### src/rtl/ljfs_pkg.sv
// Shared constants, field widths and controller/datapath interface types
// for the longest-job-first scheduler. No dependencies.
package ljfs_pkg;

    localparam int MAX_JOBS_DEF = 32;
    localparam int ID_W         = 8;
    localparam int BURST_W      = 10;
    localparam int TIME_W       = 15;
    localparam int BURST_MAX    = 1023;
    localparam int SAT15        = 32767;

    typedef struct packed {
        logic load;
        logic pop;
        logic div_init;
        logic div_step;
        logic emit;
        logic clear;
    } ljfs_cmd_t;

    typedef struct packed {
        logic last_pop;
        logic out_free;
    } ljfs_status_t;

    function automatic logic [TIME_W-1:0] sat15(input logic [31:0] v);
        return (v > 32'(SAT15)) ? TIME_W'(SAT15) : v[TIME_W-1:0];
    endfunction

endpackage

### src/rtl/ljfs_ctrl.sv
// Sequencing FSM for the longest-job-first scheduler: load, drain,
// average divide and final result. Depends on ljfs_pkg.
module ljfs_ctrl #(
    parameter int MAX_JOBS = ljfs_pkg::MAX_JOBS_DEF
) (
    input  logic                   clk,
    input  logic                   rst_n,
    input  logic                   in_valid,
    input  logic                   batch_end,
    output logic                   in_stall,
    input  ljfs_pkg::ljfs_status_t status,
    output ljfs_pkg::ljfs_cmd_t    cmd
);
    import ljfs_pkg::*;

    localparam int TOT_W  = $clog2(MAX_JOBS * MAX_JOBS * BURST_MAX + 1);
    localparam int STEP_W = $clog2(TOT_W + 1);

    typedef enum logic [1:0] {
        S_LOAD,
        S_DRAIN,
        S_DIV,
        S_EMIT
    } state_t;

    state_t              state_reg, state_next;
    logic [STEP_W-1:0]   step_reg, step_next;

    always_comb
    begin
        state_next = state_reg;
        step_next  = step_reg;
        cmd        = '0;
        in_stall   = (state_reg != S_LOAD);
        case (state_reg)
            S_LOAD:
            begin
                if (in_valid)
                begin
                    cmd.load = 1'b1;
                    if (batch_end)
                        state_next = S_DRAIN;
                end
            end
            S_DRAIN:
            begin
                if (status.out_free)
                begin
                    cmd.pop = 1'b1;
                    if (status.last_pop)
                    begin
                        state_next = S_DIV;
                        step_next  = '0;
                    end
                end
            end
            S_DIV:
            begin
                if (step_reg == '0)
                    cmd.div_init = 1'b1;
                else
                    cmd.div_step = 1'b1;
                step_next = step_reg + STEP_W'(1);
                if (step_reg == STEP_W'(TOT_W))
                    state_next = S_EMIT;
            end
            S_EMIT:
            begin
                if (status.out_free)
                begin
                    cmd.emit   = 1'b1;
                    cmd.clear  = 1'b1;
                    state_next = S_LOAD;
                end
            end
            default:
            begin
                state_next = S_LOAD;
            end
        endcase
    end

    always_ff @(posedge clk or negedge rst_n)
    begin
        if (!rst_n)
        begin
            state_reg <= S_LOAD;
            step_reg  <= '0;
        end
        else
        begin
            state_reg <= state_next;
            step_reg  <= step_next;
        end
    end

endmodule

### src/rtl/ljfs_datapath.sv
// Datapath: sorted insertion store, drain accumulators, two restoring
// dividers for the averages, and the output register. Depends on ljfs_pkg.
module ljfs_datapath #(
    parameter int MAX_JOBS = ljfs_pkg::MAX_JOBS_DEF
) (
    input  logic                          clk,
    input  logic                          rst_n,
    input  logic [ljfs_pkg::ID_W-1:0]     job_id,
    input  logic [ljfs_pkg::BURST_W-1:0]  burst,
    input  ljfs_pkg::ljfs_cmd_t           cmd,
    output ljfs_pkg::ljfs_status_t        status,
    input  logic                          out_stall,
    output logic                          out_valid,
    output logic [ljfs_pkg::ID_W-1:0]     job_tag,
    output logic [ljfs_pkg::BURST_W-1:0]  run_length,
    output logic [ljfs_pkg::TIME_W-1:0]   wait_time,
    output logic [ljfs_pkg::TIME_W-1:0]   turnaround,
    output logic [ljfs_pkg::TIME_W-1:0]   avg_wait,
    output logic [ljfs_pkg::TIME_W-1:0]   avg_turnaround,
    output logic                          final_result,
    output logic                          overflow
);
    import ljfs_pkg::*;

    localparam int CNT_W = $clog2(MAX_JOBS + 1);
    localparam int CLK_W = $clog2(MAX_JOBS * BURST_MAX + 1);
    localparam int TOT_W = $clog2(MAX_JOBS * MAX_JOBS * BURST_MAX + 1);

    logic [BURST_W-1:0] burst_reg [MAX_JOBS];
    logic [BURST_W-1:0] burst_next [MAX_JOBS];
    logic [ID_W-1:0]    tag_reg [MAX_JOBS];
    logic [ID_W-1:0]    tag_next [MAX_JOBS];
    logic [MAX_JOBS-1:0] ge, occ;

    logic [CNT_W-1:0]   count_reg, pop_cnt_reg;
    logic               dropped_reg;
    logic [CLK_W-1:0]   clock_reg;
    logic [TOT_W-1:0]   tot_wait_reg, tot_turn_reg;
    logic               out_valid_reg;

    logic [ID_W-1:0]    hold_tag_reg;
    logic [BURST_W-1:0] hold_burst_reg;
    logic [TIME_W-1:0]  hold_wait_reg, hold_turn_reg;
    logic               hold_overflow_reg;

    logic [TOT_W-1:0]   dq_wait_reg, dq_turn_reg;
    logic [CNT_W-1:0]   rem_wait_reg, rem_turn_reg;

    logic [ID_W-1:0]    job_tag_reg;
    logic [BURST_W-1:0] run_length_reg;
    logic [TIME_W-1:0]  wait_time_reg, turnaround_reg, avg_wait_reg, avg_turn_reg;
    logic               final_reg, overflow_reg;

    logic               full, insert;
    logic [CLK_W-1:0]   end_time;
    logic [CNT_W:0]     w_shift, t_shift, w_diff, t_diff, divisor;
    logic               w_ge, t_ge;

    assign full     = (count_reg == CNT_W'(MAX_JOBS));
    assign insert   = cmd.load && !full;
    assign end_time = clock_reg + CLK_W'(burst_reg[0]);

    assign status.out_free = !out_valid_reg || !out_stall;
    assign status.last_pop = ((pop_cnt_reg + CNT_W'(1)) == count_reg);

    // Sorted insertion: entries shorter than the new job move down one slot; a pop moves every entry up one slot.
    always_comb
    begin
        for (int i = 0; i < MAX_JOBS; i++)
        begin
            ge[i]         = (burst_reg[i] >= burst);
            occ[i]        = (CNT_W'(i) < count_reg);
            burst_next[i] = burst_reg[i];
            tag_next[i]   = tag_reg[i];
        end
        if (insert)
        begin
            if (!(occ[0] && ge[0]))
            begin
                burst_next[0] = burst;
                tag_next[0]   = job_id;
            end
            for (int i = 1; i < MAX_JOBS; i++)
            begin
                if (!(occ[i] && ge[i]))
                begin
                    if (ge[i-1])
                    begin
                        burst_next[i] = burst;
                        tag_next[i]   = job_id;
                    end
                    else
                    begin
                        burst_next[i] = burst_reg[i-1];
                        tag_next[i]   = tag_reg[i-1];
                    end
                end
            end
        end
        else if (cmd.pop)
        begin
            for (int i = 0; i < MAX_JOBS - 1; i++)
            begin
                burst_next[i] = burst_reg[i+1];
                tag_next[i]   = tag_reg[i+1];
            end
        end
    end

    always_ff @(posedge clk)
    begin
        for (int i = 0; i < MAX_JOBS; i++)
        begin
            burst_reg[i] <= burst_next[i];
            tag_reg[i]   <= tag_next[i];
        end
    end

    // Restoring divide step, one quotient bit per cycle for each average.
    assign divisor = {1'b0, count_reg};
    assign w_shift = {rem_wait_reg, dq_wait_reg[TOT_W-1]};
    assign t_shift = {rem_turn_reg, dq_turn_reg[TOT_W-1]};
    assign w_ge    = (w_shift >= divisor);
    assign t_ge    = (t_shift >= divisor);
    assign w_diff  = w_shift - divisor;
    assign t_diff  = t_shift - divisor;

    always_ff @(posedge clk or negedge rst_n)
    begin
        if (!rst_n)
        begin
            count_reg     <= '0;
            pop_cnt_reg   <= '0;
            dropped_reg   <= 1'b0;
            clock_reg     <= '0;
            tot_wait_reg  <= '0;
            tot_turn_reg  <= '0;
            out_valid_reg <= 1'b0;
        end
        else
        begin
            if (cmd.clear)
            begin
                count_reg    <= '0;
                pop_cnt_reg  <= '0;
                dropped_reg  <= 1'b0;
                clock_reg    <= '0;
                tot_wait_reg <= '0;
                tot_turn_reg <= '0;
            end
            else
            begin
                if (insert)
                    count_reg <= count_reg + CNT_W'(1);
                if (cmd.load && full)
                    dropped_reg <= 1'b1;
                if (cmd.pop)
                begin
                    pop_cnt_reg  <= pop_cnt_reg + CNT_W'(1);
                    clock_reg    <= end_time;
                    tot_wait_reg <= tot_wait_reg + TOT_W'(clock_reg);
                    tot_turn_reg <= tot_turn_reg + TOT_W'(end_time);
                end
            end

            if ((cmd.pop && !status.last_pop) || cmd.emit)
                out_valid_reg <= 1'b1;
            else if (!out_stall)
                out_valid_reg <= 1'b0;
        end
    end

    always_ff @(posedge clk)
    begin
        if (cmd.pop && !status.last_pop)
        begin
            job_tag_reg    <= tag_reg[0];
            run_length_reg <= burst_reg[0];
            wait_time_reg  <= sat15(32'(clock_reg));
            turnaround_reg <= sat15(32'(end_time));
            avg_wait_reg   <= '0;
            avg_turn_reg   <= '0;
            final_reg      <= 1'b0;
            overflow_reg   <= dropped_reg;
        end
        else if (cmd.emit)
        begin
            job_tag_reg    <= hold_tag_reg;
            run_length_reg <= hold_burst_reg;
            wait_time_reg  <= hold_wait_reg;
            turnaround_reg <= hold_turn_reg;
            avg_wait_reg   <= sat15(32'(dq_wait_reg));
            avg_turn_reg   <= sat15(32'(dq_turn_reg));
            final_reg      <= 1'b1;
            overflow_reg   <= hold_overflow_reg;
        end

        if (cmd.pop && status.last_pop)
        begin
            hold_tag_reg      <= tag_reg[0];
            hold_burst_reg    <= burst_reg[0];
            hold_wait_reg     <= sat15(32'(clock_reg));
            hold_turn_reg     <= sat15(32'(end_time));
            hold_overflow_reg <= dropped_reg;
        end

        if (cmd.div_init)
        begin
            dq_wait_reg  <= tot_wait_reg;
            dq_turn_reg  <= tot_turn_reg;
            rem_wait_reg <= '0;
            rem_turn_reg <= '0;
        end
        else if (cmd.div_step)
        begin
            dq_wait_reg  <= {dq_wait_reg[TOT_W-2:0], w_ge};
            dq_turn_reg  <= {dq_turn_reg[TOT_W-2:0], t_ge};
            rem_wait_reg <= w_ge ? w_diff[CNT_W-1:0] : w_shift[CNT_W-1:0];
            rem_turn_reg <= t_ge ? t_diff[CNT_W-1:0] : t_shift[CNT_W-1:0];
        end
    end

    assign out_valid      = out_valid_reg;
    assign job_tag        = job_tag_reg;
    assign run_length     = run_length_reg;
    assign wait_time      = wait_time_reg;
    assign turnaround     = turnaround_reg;
    assign avg_wait       = avg_wait_reg;
    assign avg_turnaround = avg_turn_reg;
    assign final_result   = final_reg;
    assign overflow       = overflow_reg;

endmodule

### src/rtl/longest_job_first_schedule.sv
// Top level of the longest-job-first batch scheduler.
// Instantiates ljfs_ctrl and ljfs_datapath; depends on ljfs_pkg.
//
// Jobs are taken one transaction per cycle and inserted into a store kept
// sorted by burst, longest first, ties in load order; jobs beyond MAX_JOBS
// are dropped and flagged. The transaction with batch_end closes the batch,
// after which input stalls until the final result is in the output register.
// Results leave one per cycle from the head of the store. Before the final
// result the two averages are formed by restoring dividers at one bit per
// cycle: the dividers are loaded, divide over TOT_W bits, where TOT_W is the
// width of the turnaround total, and then the final result is issued.
// Output stalls stretch the drain and the final issue.
module longest_job_first_schedule #(
    parameter int MAX_JOBS = ljfs_pkg::MAX_JOBS_DEF
) (
    input  logic                          clk,
    input  logic                          rst_n,
    input  logic                          in_valid,
    output logic                          in_stall,
    input  logic [ljfs_pkg::ID_W-1:0]     job_id,
    input  logic [ljfs_pkg::BURST_W-1:0]  burst,
    input  logic                          batch_end,
    output logic                          out_valid,
    input  logic                          out_stall,
    output logic [ljfs_pkg::ID_W-1:0]     job_tag,
    output logic [ljfs_pkg::BURST_W-1:0]  run_length,
    output logic [ljfs_pkg::TIME_W-1:0]   wait_time,
    output logic [ljfs_pkg::TIME_W-1:0]   turnaround,
    output logic [ljfs_pkg::TIME_W-1:0]   avg_wait,
    output logic [ljfs_pkg::TIME_W-1:0]   avg_turnaround,
    output logic                          final_result,
    output logic                          overflow
);
    import ljfs_pkg::*;

    ljfs_cmd_t    cmd;
    ljfs_status_t status;

    ljfs_ctrl #(
        .MAX_JOBS (MAX_JOBS)
    ) u_ctrl (
        .clk       (clk),
        .rst_n     (rst_n),
        .in_valid  (in_valid),
        .batch_end (batch_end),
        .in_stall  (in_stall),
        .status    (status),
        .cmd       (cmd)
    );

    ljfs_datapath #(
        .MAX_JOBS (MAX_JOBS)
    ) u_datapath (
        .clk            (clk),
        .rst_n          (rst_n),
        .job_id         (job_id),
        .burst          (burst),
        .cmd            (cmd),
        .status         (status),
        .out_stall      (out_stall),
        .out_valid      (out_valid),
        .job_tag        (job_tag),
        .run_length     (run_length),
        .wait_time      (wait_time),
        .turnaround     (turnaround),
        .avg_wait       (avg_wait),
        .avg_turnaround (avg_turnaround),
        .final_result   (final_result),
        .overflow       (overflow)
    );

endmodule

### config.mk
export PLATFORM = sky130hd
export DESIGN_NAME = longest_job_first_schedule
export DESIGN_NICKNAME = d
export VERILOG_FILES = /design/src/rtl/ljfs_pkg.sv /design/src/rtl/ljfs_ctrl.sv /design/src/rtl/ljfs_datapath.sv /design/src/rtl/longest_job_first_schedule.sv
export SDC_FILE = /design/constraint.sdc
export NUM_CORES = 2
export LEC_CHECK = 0
export BUFFER_PORTS_ARGS = -buffer_cell sky130_fd_sc_hd__buf_4
export CORE_UTILIZATION = 45
export CTS_BUF_LIST = sky130_fd_sc_hd__clkbuf_4
export CTS_CLUSTER_DIAMETER = 30
export CTS_CLUSTER_SIZE = 30
export DETAILED_ROUTE_END_ITERATION = 10
export GPL_TIMING_DRIVEN = 1
export PLACE_DENSITY = 0.61
export SLEW_MARGIN = 20
export SYNTH_ARGS = -nofsm -noshare
export SYNTH_HDL_FRONTEND = slang
export SYNTH_SLANG_ARGS = --single-unit
### constraint.sdc
create_clock -name clk -period 4.9 [get_ports clk]
set_input_delay 0.49 -clock clk [delete_from_list [all_inputs] [get_ports clk]]
set_output_delay 0.49 -clock clk [all_outputs]
set_load 0.02 [all_outputs]
# Yosys cells after proc, flatten, opt, wreduce, memory -nomap -nowiden
# Memory sizes are Yosys's and may differ from the RTL's.
# Cells that the tools add are included.
# word_totals
regBits	257
ramBits	576
in_bits	23
mem_count	2
# memory_table
memory	words	width	rd	rd_ports_with_merged_regs	wr	line	rtl
u_datapath.burst_reg	32	10	32	0	32	ljfs_datapath.sv:29	logic [BURST_W-1:0] burst_reg [MAX_JOBS];
u_datapath.tag_reg	32	8	32	0	32	ljfs_datapath.sv:31	logic [ID_W-1:0] tag_reg [MAX_JOBS];
# classes
addsub	8
magnitude_cmp	68
eq_ne	13
muxes	183
n_reduce_logical	53
# op_table
op	n
two-way mux 10 bit	66
two-way mux 310 bit	2
two-way mux 8 bit	66
two-way mux 248 bit	2
greater-or-equal comparator 10 bit	32
two-way mux 20 bit	8
two-way mux 15 bit	8
< comparator 5 x 6 -> 1 bit (first input constant)	16
< comparator 4 x 6 -> 1 bit (first input constant)	8
adder 20 x 15 -> 20 bit	2
> comparator 20 x 15 -> 1 bit (second input constant)	2
logical AND 1 bit	36
two-way mux 6 bit	6
< comparator 3 x 6 -> 1 bit (first input constant)	4
two-way mux 2 bit	9
adder 15 x 10 -> 15 bit	1
greater-or-equal comparator 7 x 6 -> 1 bit	2
nonzero test 2 bit	7
adder 6 x 1 -> 6 bit (second input constant)	2
< comparator 1 x 6 -> 1 bit (first input constant)	2
< comparator 2 x 6 -> 1 bit (first input constant)	2
two-way mux 1 bit	12
subtractor 6 bit	2
two-way mux 5 bit	2
other kinds (16)	26

# Depth between registers and ports, before layout
# depth
ltp_word	7
mapped_depth	17

# Hierarchy
# A second synthesis with hierarchy kept.
# hier_totals
cells_unflattened	5088
hier_area_um2	52873.2
# by_module_without_submodules
module	n_inst	cells_each	area_per_inst_um2	seq_area_each_um2
ljfs_datapath	1	5035	52327.7	24028.0
ljfs_ctrl	1	53	545.5	175.2

# Least setup slack after synthesis
# No wires, ideal clock.
# synth_timing
path_type	input-to-reg
start	input burst[7] in the netlist's numbering
end	memory u_datapath.burst_reg[23][0] (netlist: u_datapath.burst_reg[11][10]), enable pin
t_arrival_ns	4.105
required_time_ns	4.496
path_slack_ns	0.391
path_stages	10
path_cell_list	clkbuf_1 > clkbuf_1 > inv_1 > ha_1 > or4_1 > a221oi_1 > o21ai_1 > buf_2 > buf_2 > a31oi_1
# synth_lines
element	line	rtl
start: declaration	longest_job_first_schedule.sv:21	input logic [ljfs_pkg::BURST_W-1:0] burst,
end: declaration	ljfs_datapath.sv:29	

==> flow_summary_export.csv <==
group,metric,value,unit
timing,skew,0.0812,ns
global_routing,antenna_found_initial,2,
die,die_w,336,µm
yosys,yosysWarnings,0,
die,die-area,0.113,mm²
power_and_ir_drop,swShare,41.2,%
hold_path,hp-class,"primary input to register",
route,first_pass_iters,8,
route,avgViaCountPerCell,5.96,
global_routing,grt_max_degree,165,
global_routing,grt_pass1_vias,37719,
place,gp_congestion,0.865,
timing,min_period_over_period,84.8,%
clocking,cts.sinks,833,
yosys,synthArstFlopShare,9.12,%
setup_path,rr_startpoint,"u_datapath.burst_reg[0][0]",
timing,fin_crit,4.15,ns
setup_path,r2r-end,"u_datapath.tot_turn_reg[19]",
final_layout,areaGrowthSynthToFinish,11.8,%
global_routing,grt_pass1_wl,223000,µm
clocking,cts_root_buf,"clkbuf_4",
yosys,synth_nets,5082,
yosys,ys.flop_type,"edfxtp_1",
yosys,syn_avg_cell_area,10.8,µm²
yosys,synth_top_area_share,42.6,%
global_routing,grt_overflow,0,
die,start_util,45.4,%
timing,finalSetupTns,0,ns
place,place_ws,0.804,ns
setup_path,crit_fanout,5,
clocking,htree_levels,4,
place,port_buffers,104,
timing,setup_viol,0,
power_and_ir_drop,p_leak,23.5,nW
setup_path,worstPathRequired,5.96,ns
clocking,cts_tree,"done",
clocking,numCtsBuffers,195,
timing,final_hold_viol_count,0,
global_routing,grtUsageTotal,25.5,%
timing,slew_headroom,29.9,%
yosys,synthTopCellsByCount,"714 x edfxtp_1, 693 x nand2_1, 684 x o21ai_0",
power_and_ir_drop,clkPwrFrac,17.3,%
final_layout,seq_area,0.0242,mm²
power_and_ir_drop,p_seq_share,37.4,%
timing,clock.fmax,241,MHz
power_and_ir_drop,comb_power_share,45.3,%
setup_path,cp-startpoint,"u_datapath.burst_reg[0][0]",
outcome,status,"finished, final reports clean",
final_layout,nNetsFinal,5194,
yosys,synth_edf_count,714,
die,core.rowCount,122,
clocking,worstSkewPairLatency,1.15,ns
power_and_ir_drop,p_sw,18.2,mW
setup_path,cp_data_arrival_time,5.22,ns
clocking,cts_buffer_depth,3,
power_and_ir_drop,power_density,783,mW/mm²
final_layout,largest_reg_flops,320,
setup_path,startpoint_type,"register",
final_layout,multiInputGateArea,0.0245,mm²
clocking,ctsResizeCount,0,
yosys,synth_largest_area_cell,"edfxtp_1",
yosys,seq_area_frac_synth,48.1,%
setup_path,setup.worst_path.end,"u_datapath.tot_turn_reg[19]",
power_and_ir_drop,p_int,25.9,mW
timing,timing.final.max_slew_violations,0,
yosys,synth-seq-cells,833,
timing,setup_ws,0.746,ns
die,core-area,0.111,mm²
route,drtIter0Drc,3555,
timing,rsz0062_at_grt,"false",
yosys,post-synth-top-count-cell,"edfxtp_1",
setup_path,r2r_setup_slack,0.75,ns
setup_path,crit_type,"register to register",
route,drtAntennaViolNets,0,
die,num_io_pins,105,
route,wirelength,146000,µm
clocking,clk_pin_slew_worst_paths,0.09,ns
yosys,syn_area,0.0503,mm²
route,drc,0,
timing,tightest_slew,1.05,ns
setup_path,rr_worst_depth,16,
place,hpwl,97800,µm
power_and_ir_drop,vdd_ir_drop_max,0.000390,V
final_layout,drive_gt1_share,17.1,%
route,wl_per_cell,22.7,µm
yosys,ys_top_cells_by_area,"edfxtp_1 43%, ha_1 9.5%, mux2i_1 9.2%",
yosys,ys_types,78,
setup_path,cp-end-kind,"register",
route,vias,38366,
die,die_h,336,µm
yosys,synth_cells,4671,
final_layout,fill_cells,10155,
job,max-cap-violations,0,
## kinds of logic (layout without fill, tap and decap cells)
family / count (synthesis) / count (layout) / share of synthesized area [%]
compound gates: 1316 / 1316 / 16.1
xor+xnor: 53 / 53 / 0.952
fa+ha+maj: 388 / 388 / 9.72
buf+inv: 423 / 701 / 3.66
flops: 833 / 833 / 48.1
mux: 565 / 565 / 11.8
other cells: 0 / 5 / 0
simple gates: 1093 / 1093 / 9.58
## worst min path at each step
stage	start	end	slack (ns)	cells after the start
global placement	rst_n	u_ctrl.step_reg[2]	0.41	1
global route	burst[6]	u_datapath.burst_reg[0][6]	0.07	3
floorplan	rst_n	u_ctrl.state_reg[0]	0.19	0
CTS	burst[6]	u_datapath.burst_reg[0][6]	0.006	3
finish	burst[0]	u_datapath.burst_reg[7][10]	0.13	3
detailed placement	rst_n	u_ctrl.step_reg[4]	0.41	1
## power groups by stage
stage          Combinational [mW]  Sequential, mW  Clock, mW
6_report                     19.9            16.5       7.63
5_1_grt                      22.1            16.7       8.10
4_1_cts                      19.9            16.4       7.78
3_5_place_dp                 19.8            16.5          0
3_3_place_gp                 19.3            16.5          0
2_1_floorplan                14.4            15.4          0
## metal layers
metal,wire [µm],track usage [%],share of wire [%],vias to the layer above
met4,4940,10.0,3.4,0
met1,64000,33.7,44,18805
met3,7970,3.74,5.4,330
met5,0,0,0,-
li1,-,-,-,17875
met2,69400,41.9,47,1356
## cell type report
cell class	instances	share of cell area, %
Antenna cell	5	0.0222
Clock buffer	223	2.98
Clock inverter	140	3.08
Inverter	94	0.627
Multi-Input combinational cell	3415	43.5
Sequential cell	833	43.0
Tap cell	1488	3.31
Timing Repair Buffer	244	3.45
## metrics by stage
stage / utilization (%) / std cells / hold slack (ns) / power [mW] / cell area (µm²)
after floorplan: - / 4671 / 0.194 / 29.8 / 50300
after global placement: 47.5 / 6058 / 0.406 / 35.8 / 52700
after detailed placement: 47.5 / 6058 / 0.405 / 36.3 / 52700
after CTS: 50.7 / 6437 / 0.00628 / 44.1 / 56200
after global routing: 50.8 / 6442 / 0.0729 / 46.9 / 56200
final: 50.8 / 6442 / 0.125 / 44.0 / 56200
## worst max-delay path, cell delays in order (launching register included)
cell and delay (ns):
edfxtp_1 0.47, ha_1 0.26, fa_1 0.41, a21oi_1 0.20, nor2_1 0.08, or2_2 0.32
a21o_1 0.18, a21oi_1 0.18, xor2_1 0.27, inv_1 0.11, ha_1 0.38, nand2_1 0.09
nor3b_1 0.19, a21o_1 0.23, a31oi_1 0.15, or4_1 0.48, nand2_1 0.07
## cell usage in the layout (no fill, tap or decap), types with 33 or more instances in the layout
master and count:
clkinv_2 33, mux2_2 59, o221a_2 87, inv_1 81
dfxtp_1 43, nor2_1 131, mux2_4 45, o22ai_1 83
clkbuf_4 223, bufinv_16 39, a211oi_1 38, buf_4 222
o21ai_0 684, edfxtp_1 714, nand2_1 692, a21o_1 86
nand2b_1 55, mux2i_1 461, or3_1 58, a21oi_1 149
clkinv_1 36, ha_1 382, dfrtp_1 76
## repair_timing
item / in CTS / in global routing
endpoints found under the hold margin: 110 / 0
hold buffers: 16 / 0
setup buffers: 0 / 0
No activity file was read; power rests on OpenSTA's default activity.
